===== config.mk =====
export PLATFORM = sky130hd
export DESIGN_NAME = ring_answer_and_tone_code_relay
export DESIGN_NICKNAME = d
export VERILOG_FILES = /design/src/rtl/rtcr_pkg.sv /design/src/rtl/ring_answer_and_tone_code_relay.sv /design/src/rtl/rtcr_ring.sv /design/src/rtl/rtcr_code.sv
export SDC_FILE = /design/constraint.sdc
export NUM_CORES = 1
export LEC_CHECK = 0
export BUFFER_PORTS_ARGS = -buffer_cell sky130_fd_sc_hd__buf_4
export CORE_MARGIN = 3
export CORE_UTILIZATION = 64
export DETAILED_ROUTE_END_ITERATION = 8
export PLACE_DENSITY = 0.84
export SYNTH_ARGS = -nofsm -noshare
export SYNTH_HDL_FRONTEND = slang
export SYNTH_SLANG_ARGS = --single-unit
export TNS_END_PERCENT = 30

===== constraint.sdc =====
create_clock -name clk -period 3.75 [get_ports clk]
set_clock_uncertainty 0.2 [all_clocks]
set_input_delay 0.375 -clock clk [delete_from_list [all_inputs] [get_ports clk]]
set_output_delay 0.375 -clock clk [all_outputs]
set_load 0.02 [all_outputs]

===== src/rtl/rtcr_pkg.sv =====
// package for the ring answer and tone code relay
// types, codes and helpers shared by rtcr_ring, rtcr_code and the top level
// no dependencies

package rtcr_pkg;

  // default build parameters
  localparam int DEF_CODE_LENGTH = 5;
  localparam int DEF_NUM_CODES   = 4;

  // fixed widths of the item fields
  localparam int SYM_W     = 4;
  localparam int MAX_CODES = 4;
  localparam int STATUS_W  = 2;
  localparam int OUTCOME_W = 2;
  localparam int MATCH_W   = 2;
  localparam int HELD_W    = 3;
  localparam int LIMIT_W   = 4;
  localparam int CFG_IDX_W = 3;

  // event kinds
  localparam logic OP_RING = 1'b0;
  localparam logic OP_TONE = 1'b1;

  // call status codes as seen on the result
  localparam logic [STATUS_W-1:0] STATUS_IDLE    = 2'd0;
  localparam logic [STATUS_W-1:0] STATUS_RINGING = 2'd1;
  localparam logic [STATUS_W-1:0] STATUS_ONLINE  = 2'd2;

  // code verdicts
  localparam logic [OUTCOME_W-1:0] OUTCOME_NONE    = 2'd0;
  localparam logic [OUTCOME_W-1:0] OUTCOME_APPLIED = 2'd1;
  localparam logic [OUTCOME_W-1:0] OUTCOME_INVALID = 2'd2;

  // configuration register indexes
  localparam logic [CFG_IDX_W-1:0] REG_RINGS  = 3'd0;
  localparam logic [CFG_IDX_W-1:0] REG_CODE_0 = 3'd1;
  localparam logic [CFG_IDX_W-1:0] REG_CODE_1 = 3'd2;
  localparam logic [CFG_IDX_W-1:0] REG_CODE_2 = 3'd3;
  localparam logic [CFG_IDX_W-1:0] REG_CODE_3 = 3'd4;

  // reset values of the configuration registers
  localparam logic [LIMIT_W-1:0] RINGS_RESET = 4'd4;
  localparam logic [31:0] CODE_RESET [MAX_CODES] = '{
    32'h000C_111B, 32'h000C_222B, 32'h000C_333B, 32'h000C_444B
  };

  // tone symbols
  localparam logic [SYM_W-1:0] SYM_BLANK   = 4'd0;
  localparam logic [SYM_W-1:0] SYM_DIGIT_1 = 4'd1;
  localparam logic [SYM_W-1:0] SYM_HASH    = 4'd12;

  // line status, one-hot
  typedef enum logic [2:0] {
    LINE_IDLE    = 3'b001,
    LINE_RINGING = 3'b010,
    LINE_ONLINE  = 3'b100
  } line_state_t;

  // result fields produced by the code entry unit
  typedef struct packed {
    logic [MAX_CODES-1:0] relays;
    logic [OUTCOME_W-1:0] outcome;
    logic [MATCH_W-1:0]   matched;
    logic [HELD_W-1:0]    held;
  } code_res_t;

  // nibbles above hash fold to digit 1, zero stays blank
  function automatic logic [SYM_W-1:0] norm_symbol(input logic [SYM_W-1:0] t);
    logic [SYM_W-1:0] s;
    s = (t > SYM_HASH) ? SYM_DIGIT_1 : t;
    return s;
  endfunction

  function automatic logic [STATUS_W-1:0] status_code(input line_state_t st);
    logic [STATUS_W-1:0] c;
    case (st)
      LINE_RINGING: c = STATUS_RINGING;
      LINE_ONLINE:  c = STATUS_ONLINE;
      default:      c = STATUS_IDLE;
    endcase
    return c;
  endfunction

endpackage


===== src/rtl/ring_answer_and_tone_code_relay.sv =====
// top level of the ring answer and tone code relay
// depends on rtcr_pkg, rtcr_ring and rtcr_code

// Each item is either a ring edge or a decoded tone nibble, and each gives
// exactly one result carrying the call status, the four relay states, the
// verdict of a completed code entry, the toggled relay index and the number
// of entry symbols held. The block takes one item per clock while in_stall
// is low and passes it through the input register and then the update
// logic that writes the result register. In that update the ring counter,
// the entry store and the compare against all code words happen together.
// A full result register held by out_stall pushes back on in_stall in the
// same cycle only when the input register is also full. Configuration
// writes are registered and must be made with no item in flight.

module ring_answer_and_tone_code_relay #(
  parameter int CODE_LENGTH = rtcr_pkg::DEF_CODE_LENGTH,
  parameter int NUM_CODES   = rtcr_pkg::DEF_NUM_CODES
) (
  input  logic                              clk,
  input  logic                              rst_n,
  // input items
  input  logic                              in_valid,
  output logic                              in_stall,
  input  logic                              in_op,
  input  logic [rtcr_pkg::SYM_W-1:0]        in_tone,
  // result items
  output logic                              out_valid,
  input  logic                              out_stall,
  output logic [rtcr_pkg::STATUS_W-1:0]     out_call_status,
  output logic [rtcr_pkg::MAX_CODES-1:0]    out_relay_bits,
  output logic [rtcr_pkg::OUTCOME_W-1:0]    out_code_outcome,
  output logic [rtcr_pkg::MATCH_W-1:0]      out_matched_index,
  output logic [rtcr_pkg::HELD_W-1:0]       out_symbols_held,
  // configuration writes
  input  logic                              cfg_we,
  input  logic [rtcr_pkg::CFG_IDX_W-1:0]    cfg_index,
  input  logic [rtcr_pkg::SYM_W*CODE_LENGTH-1:0] cfg_wdata
);

  localparam int CODE_BITS = rtcr_pkg::SYM_W * CODE_LENGTH;

  // configuration registers
  logic [rtcr_pkg::LIMIT_W-1:0] rings_r;
  logic [CODE_BITS-1:0]         code_r [rtcr_pkg::MAX_CODES];

  // input register
  logic                         in_valid_r;
  logic                         in_op_r;
  logic [rtcr_pkg::SYM_W-1:0]   in_tone_r;

  // result register
  logic                          out_valid_r;
  logic [rtcr_pkg::STATUS_W-1:0] status_r;
  rtcr_pkg::code_res_t           res_r;

  logic                          adv;
  logic                          fire;
  logic [rtcr_pkg::STATUS_W-1:0] status_nxt;
  rtcr_pkg::code_res_t           code_nxt;

  // the result register moves when it is empty or being taken
  assign adv      = !out_valid_r || !out_stall;
  assign in_stall = in_valid_r && !adv;
  assign fire     = in_valid_r && adv;

  always_ff @(posedge clk) begin
    if (!rst_n) begin
      rings_r <= rtcr_pkg::RINGS_RESET;
      for (int i = 0; i < rtcr_pkg::MAX_CODES; i++) begin
        code_r[i] <= CODE_BITS'(rtcr_pkg::CODE_RESET[i]);
      end
    end else if (cfg_we) begin
      case (cfg_index)
        rtcr_pkg::REG_RINGS:  rings_r   <= cfg_wdata[rtcr_pkg::LIMIT_W-1:0];
        rtcr_pkg::REG_CODE_0: code_r[0] <= cfg_wdata;
        rtcr_pkg::REG_CODE_1: code_r[1] <= cfg_wdata;
        rtcr_pkg::REG_CODE_2: code_r[2] <= cfg_wdata;
        rtcr_pkg::REG_CODE_3: code_r[3] <= cfg_wdata;
        default: ;  // writes past the register list are dropped
      endcase
    end
  end

  // input register, loads whenever it is not holding a stalled item
  always_ff @(posedge clk) begin
    if (!rst_n) begin
      in_valid_r <= 1'b0;
    end else if (!in_stall) begin
      in_valid_r <= in_valid;
    end
  end

  always_ff @(posedge clk) begin
    if (!in_stall && in_valid) begin
      in_op_r   <= in_op;
      in_tone_r <= in_tone;
    end
  end

  rtcr_ring u_ring (
    .clk             (clk),
    .rst_n           (rst_n),
    .ring_fire       (fire && in_op_r == rtcr_pkg::OP_RING),
    .limit           (rings_r),
    .status_nxt_code (status_nxt)
  );

  rtcr_code #(
    .CODE_LENGTH (CODE_LENGTH),
    .NUM_CODES   (NUM_CODES)
  ) u_code (
    .clk        (clk),
    .rst_n      (rst_n),
    .tone_fire  (fire && in_op_r == rtcr_pkg::OP_TONE),
    .tone       (in_tone_r),
    .code_words (code_r),
    .res_nxt    (code_nxt)
  );

  // result register
  always_ff @(posedge clk) begin
    if (!rst_n) begin
      out_valid_r <= 1'b0;
    end else if (adv) begin
      out_valid_r <= in_valid_r;
    end
  end

  always_ff @(posedge clk) begin
    if (fire) begin
      status_r <= status_nxt;
      res_r    <= code_nxt;
    end
  end

  assign out_valid         = out_valid_r;
  assign out_call_status   = status_r;
  assign out_relay_bits    = res_r.relays;
  assign out_code_outcome  = res_r.outcome;
  assign out_matched_index = res_r.matched;
  assign out_symbols_held  = res_r.held;

  a_stall_needs_item: assert property (@(posedge clk) disable iff (!rst_n)
    in_stall |-> in_valid_r && out_valid_r)
    else $error("input stalled with nothing blocking it");

  a_fire_fills_out: assert property (@(posedge clk) disable iff (!rst_n)
    fire |=> out_valid_r) else $error("processed item gave no result");

  a_ring_no_verdict: assert property (@(posedge clk) disable iff (!rst_n)
    fire && in_op_r == rtcr_pkg::OP_RING |=>
      res_r.outcome == rtcr_pkg::OUTCOME_NONE && res_r.matched == '0)
    else $error("ring item carried a code verdict");

endmodule


===== src/rtl/rtcr_ring.sv =====
// ring counter and line status for the ring answer and tone code relay
// depends on rtcr_pkg

module rtcr_ring (
  input  logic                          clk,
  input  logic                          rst_n,
  input  logic                          ring_fire,
  input  logic [rtcr_pkg::LIMIT_W-1:0]  limit,
  output logic [rtcr_pkg::STATUS_W-1:0] status_nxt_code
);

  logic [rtcr_pkg::LIMIT_W-1:0] tally_r, tally_nxt;
  rtcr_pkg::line_state_t        line_r, line_nxt;

  always_comb begin
    tally_nxt = tally_r;
    line_nxt  = line_r;
    if (ring_fire) begin
      if (tally_r == limit) begin
        // answer the call
        line_nxt  = rtcr_pkg::LINE_ONLINE;
        tally_nxt = '0;
      end else if (tally_r < limit && line_r != rtcr_pkg::LINE_ONLINE) begin
        tally_nxt = tally_r + 1'b1;
        line_nxt  = rtcr_pkg::LINE_RINGING;
      end
    end
  end

  assign status_nxt_code = rtcr_pkg::status_code(line_nxt);

  always_ff @(posedge clk) begin
    if (!rst_n) begin
      tally_r <= '0;
      line_r  <= rtcr_pkg::LINE_IDLE;
    end else begin
      tally_r <= tally_nxt;
      line_r  <= line_nxt;
    end
  end

  a_line_onehot: assert property (@(posedge clk) disable iff (!rst_n)
    $onehot(line_r)) else $error("line status lost its one-hot code");

  a_answer_clears: assert property (@(posedge clk) disable iff (!rst_n)
    ring_fire && tally_r == limit |=> tally_r == '0 && line_r == rtcr_pkg::LINE_ONLINE)
    else $error("answering ring did not go online");

  a_online_holds: assert property (@(posedge clk) disable iff (!rst_n)
    line_r == rtcr_pkg::LINE_ONLINE |=> line_r == rtcr_pkg::LINE_ONLINE)
    else $error("line left online");

endmodule


===== src/rtl/rtcr_code.sv =====
// tone entry collection, code compare and relay toggling
// depends on rtcr_pkg

module rtcr_code #(
  parameter int CODE_LENGTH = rtcr_pkg::DEF_CODE_LENGTH,
  parameter int NUM_CODES   = rtcr_pkg::DEF_NUM_CODES
) (
  input  logic                            clk,
  input  logic                            rst_n,
  input  logic                            tone_fire,
  input  logic [rtcr_pkg::SYM_W-1:0]      tone,
  input  logic [rtcr_pkg::SYM_W*CODE_LENGTH-1:0] code_words [rtcr_pkg::MAX_CODES],
  output rtcr_pkg::code_res_t             res_nxt
);

  localparam int CODE_BITS = rtcr_pkg::SYM_W * CODE_LENGTH;
  localparam int POS_W     = $clog2(CODE_LENGTH);
  localparam int STORED    = CODE_LENGTH - 1;
  localparam logic [POS_W-1:0] LAST_POS = POS_W'(CODE_LENGTH - 1);

  logic [POS_W-1:0]                 pos_r, pos_nxt;
  logic [rtcr_pkg::SYM_W-1:0]       entry_r [STORED];
  logic [rtcr_pkg::MAX_CODES-1:0]   relay_r, relay_nxt;
  logic [rtcr_pkg::SYM_W-1:0]       sym;
  logic [rtcr_pkg::MAX_CODES-1:0]   hit;
  logic [rtcr_pkg::MATCH_W-1:0]     first_idx;
  logic [rtcr_pkg::OUTCOME_W-1:0]   outcome;
  logic [rtcr_pkg::MATCH_W-1:0]     matched;
  logic                             store;
  logic                             complete;

  assign sym      = rtcr_pkg::norm_symbol(tone);
  assign store    = tone_fire && pos_r < LAST_POS;
  assign complete = tone_fire && pos_r == LAST_POS;

  // each code against the stored symbols plus the incoming last one
  always_comb begin
    logic h;
    hit = '0;
    for (int i = 0; i < rtcr_pkg::MAX_CODES; i++) begin
      h = (i < NUM_CODES);
      for (int k = 0; k < STORED; k++) begin
        if (entry_r[k] == rtcr_pkg::SYM_BLANK ||
            entry_r[k] != code_words[i][rtcr_pkg::SYM_W*k +: rtcr_pkg::SYM_W]) begin
          h = 1'b0;
        end
      end
      if (sym == rtcr_pkg::SYM_BLANK ||
          sym != code_words[i][CODE_BITS-1 -: rtcr_pkg::SYM_W]) begin
        h = 1'b0;
      end
      hit[i] = h;
    end
  end

  // lowest matching code wins
  always_comb begin
    first_idx = '0;
    for (int i = rtcr_pkg::MAX_CODES - 1; i >= 0; i--) begin
      if (hit[i]) begin
        first_idx = rtcr_pkg::MATCH_W'(i);
      end
    end
  end

  always_comb begin
    pos_nxt   = pos_r;
    relay_nxt = relay_r;
    outcome   = rtcr_pkg::OUTCOME_NONE;
    matched   = '0;
    if (store) begin
      pos_nxt = pos_r + 1'b1;
    end else if (complete) begin
      pos_nxt = '0;
      if (|hit) begin
        outcome   = rtcr_pkg::OUTCOME_APPLIED;
        matched   = first_idx;
        relay_nxt = relay_r ^ (rtcr_pkg::MAX_CODES'(1) << first_idx);
      end else begin
        outcome = rtcr_pkg::OUTCOME_INVALID;
      end
    end else if (tone_fire) begin
      // out-of-range position, cleared quietly
      pos_nxt = '0;
    end
  end

  assign res_nxt.relays  = relay_nxt;
  assign res_nxt.outcome = outcome;
  assign res_nxt.matched = matched;
  assign res_nxt.held    = rtcr_pkg::HELD_W'(pos_nxt);

  always_ff @(posedge clk) begin
    for (int k = 0; k < STORED; k++) begin
      if (store && pos_r == POS_W'(k)) begin
        entry_r[k] <= sym;
      end
    end
  end

  always_ff @(posedge clk) begin
    if (!rst_n) begin
      pos_r   <= '0;
      relay_r <= '0;
    end else begin
      pos_r   <= pos_nxt;
      relay_r <= relay_nxt;
    end
  end

  a_pos_range: assert property (@(posedge clk) disable iff (!rst_n)
    pos_r <= LAST_POS) else $error("entry position out of range");

  a_one_toggle: assert property (@(posedge clk) disable iff (!rst_n)
    complete && (|hit) |=> $countones(relay_r ^ $past(relay_r)) == 1)
    else $error("applied code did not toggle exactly one relay");

  a_relays_still: assert property (@(posedge clk) disable iff (!rst_n)
    !complete |=> relay_r == $past(relay_r))
    else $error("relays changed without a completed entry");

endmodule

==> out/results.ini <==
[routing]
drt_iter0_drc = 730
wl_mm = 17.63
drt_pass1_iterations = 8
wire_per_inst_um = 19.85
num_vias = 5520
drtAntennaViolNets = 0
vias_per_cell = 6.216
drcViolationCount = 0

[grt]
antenna_found_initial = 0
grt_overflow = 0
grtUsageTotal_pct = 33.13
grt_max_degree = 50
grt_pass1_wl_mm = 28.21
grt_pass1_vias = 5466

[placement]
hpwl_mm = 11.26
place_ws_ns = 0.9800
io_buffers = 47
dpl_cell_area_um2 = 6486
gp_congestion = 1.005

[setup_path]
required_ns = 3.82
reg2reg_to = out_relay_bits[1]$_DFFE_PP_
worstRegToRegCells = 7
end_kind = flip-flop
crit_buf_inv = 0
r2r_slack_ns = 0.85
worstPathArrival_ns = 2.97
r2r-start = in_tone_r[2]$_DFFE_PP_
worstPathMaxFanout = 16
path_delay_family = simple AND/OR/NAND/NOR gates
slowest_stage = edfxtp_1
path_class = reg2reg
cp_cell_sequence = o21ai_0 -> nor4b_1 -> a311oi_1 -> nor4_2 -> a21o_2 -> nor3_1 -> or2_1
critPathLaunchType = flip-flop
critPathMaxStageDelay_ns = 0.69

[clocking]
cts_root_buf = clkbuf_8
cts.path.max_buffers = 2
clock_sinks = 134
tritoncts = done
clock_latency_ns = 0.52
cts_resized = 0
htree_levels = 4
cts_made_buffers = 17
clk_pin_slew_ns = 0.06

[power]
sw_frac_of_total_pct = 24.11
pwr-share-clk_pct = 45.3
p_total_uw = 3318
comb_power_share_pct = 7.5
power_switching_uw = 799.9
peakVddDrop_v = 0.0003784
p_per_area_nw_per_um2 = 455.3
power.leakage_uw = 0.002868
internal_power_uw = 2518
p_seq_share_pct = 47.2

[floorplan]
ios = 48
die_y_um = 104.0
start_util_pct = 66.24
die_area_um2 = 10820
core.rowCount = 35
fp.coreArea_um2 = 9284
die_w_um = 104.0

[logic_synthesis]
synth_top_cell_by_area = dfxtp_1
ys_types = 49
synth_area_um2 = 6150
synthArstFlopShare_pct = 0
synth_seq_area_share_pct = 49.16
synth.net_count = 741
syn_inst = 698
synth-warning-count = 0
synth_top_cell_area_share_pct = 32.55
synth-edff-count = 34
ys_ff_latch = 134
netlist_top_cells_area = dfxtp_1 33%, edfxtp_1 17%, nand2_1 11%
synth_ff_type = dfxtp_1
syn_area_per_cell_um2 = 8.810

[layout]
nNetsFinal = 789
syn_to_final_growth_pct = 18.49
final_cell_mix = 180 x nand2_1, 100 x dfxtp_1, 52 x a21oi_1
layout-drive-gt1-share_pct = 11.33
antenna_cells = 0
finalInstanceArea_um2 = 7287
final_common_cell = nand2_1

[run]
maxCapViolCount = 0

[worst_hold_path]
hold_class = in2reg
min_path_cells = 2
hold_start = rst_n
holdPathEnd = code_r[14]$_SDFFE_PN1P_

[timing]
fin_crit_ns = 2.899
fin_crit_sh_pct = 77.32
hold_viol_final = 0
setup_slack_ns = 0.8505
clock.fmax_ghz = 0.3449
slew_headroom_pct = 28.52
rsz0062_at_grt = no
tns_ns = 0
slew_viol_final = 0
worst_pin_slew_ns = 1.069
finalSetupViolations = 0

[status]
status = complete, no violations

-- repair_timing --
item / CTS / global route
buffers inserted: 0 / 0
setup endpoints to repair: 0 / 0
hold endpoints to repair: 91 / 0
hold buffers: 27 / 0
-- area by class of cell --
class                           instances  area (um2)
Multi-Input combinational cell        506        2893
Clock buffer                           25       486.7
Fill cell                             580        1997
Tap cell                              129       161.4
Clock inverter                          7       43.79
Inverter                               11       41.29
Sequential cell                       134        3023
Timing Repair Buffer                   76       638.1
-- worst max path at each step --
stage | from | endpoint | slack (ns) | depth (start not counted)
floorplan | in_tone_r[1]$_DFFE_PP_ | out_relay_bits[1]$_DFFE_PP_ | 1.42 | 7
global placement | in_tone_r[2]$_DFFE_PP_ | out_relay_bits[1]$_DFFE_PP_ | 1.10 | 7
detailed placement | in_tone_r[2]$_DFFE_PP_ | out_relay_bits[1]$_DFFE_PP_ | 0.98 | 7
CTS | in_tone_r[2]$_DFFE_PP_ | out_relay_bits[1]$_DFFE_PP_ | 0.90 | 7
global route | in_tone_r[2]$_DFFE_PP_ | out_relay_bits[2]$_DFFE_PP_ | 0.70 | 7
finish | in_tone_r[2]$_DFFE_PP_ | out_relay_bits[1]$_DFFE_PP_ | 0.85 | 7
-- sequential cells by signal, summed over array words and instances (netlist names), 2 cells and up --
signal / cells
code_r: 80
u_code.entry_r: 16
in_tone_r: 4
out_relay_bits: 4
rings_r: 4
u_code.relay_r: 4
u_ring.tally_r: 4
out_symbols_held: 3
u_code.pos_r: 3
u_ring.line_r: 3
out_call_status: 2
out_code_outcome: 2
out_matched_index: 2
-- Yosys cell counts (all sizes together) (5+ instances only) --
master    n
o21ai     8
xnor2    40
nor4     18
nor3b     5
xor2     40
nand2   180
nor3      6
and2     12
nand3    42
inv      10
mux2i     6
ha       10
edfxtp   34
dfxtp   100
a21oi    52
clkbuf   45
and3      5
nor2     28
nand4    12
-- per-stage QoR --
step           cells  util, %  hold WS [ns]
6_report         888    78.49       0.08816
5_1_grt          888    78.49       0.08722
4_1_cts          888    78.49       0.07214
3_5_place_dp     829    69.87        0.2610
3_3_place_gp     829    69.87        0.2531
2_1_floorplan    698        -        0.2364
-- power groups by stage --
stage,clock network (uW),logic [uW],registers (uW)
5_1_grt,1570,267,1570
4_1_cts,1500,241,1560
2_1_floorplan,0,132,1580
3_3_place_gp,0,209,1590
3_5_place_dp,0,215,1590
6_report,1500,248,1560
-- routing by layer --
| metal | wire (um) | vias to the layer above | share of wire, % | track usage, % |
|---|---|---|---|---|
| li1 | - | 2450 | - | - |
| met1 | 6794 | 2580 | 39 | 42.60 |
| met2 | 8217 | 411 | 47 | 52.83 |
| met3 | 1873 | 79 | 11 | 7.573 |
| met4 | 740 | 0 | 4.2 | 16.33 |
| met5 | 0 | - | 0 | 0 |
-- worst register-to-register path, delay by kind of cell, from the launching register on --
| kind | cells | cell delay (ns) |
|---|---|---|
| simple gates | 4 | 1.08 |
| compound gates | 3 | 0.69 |
| flops | 1 | 0.69 |
-- logic make-up after synthesis --
group | after synthesis | share of synthesized area [%]
buffers and inverters | 58 | 3.845
muxes | 6 | 0.9766
adders and majority gates | 10 | 2.035
xor gates and xnor gates | 80 | 11.39
DFF | 134 | 49.16
AOI/OAI and AO/OA | 77 | 7.324
and+or+nand+nor | 333 | 25.27
(Power assumes the default switching activity.)
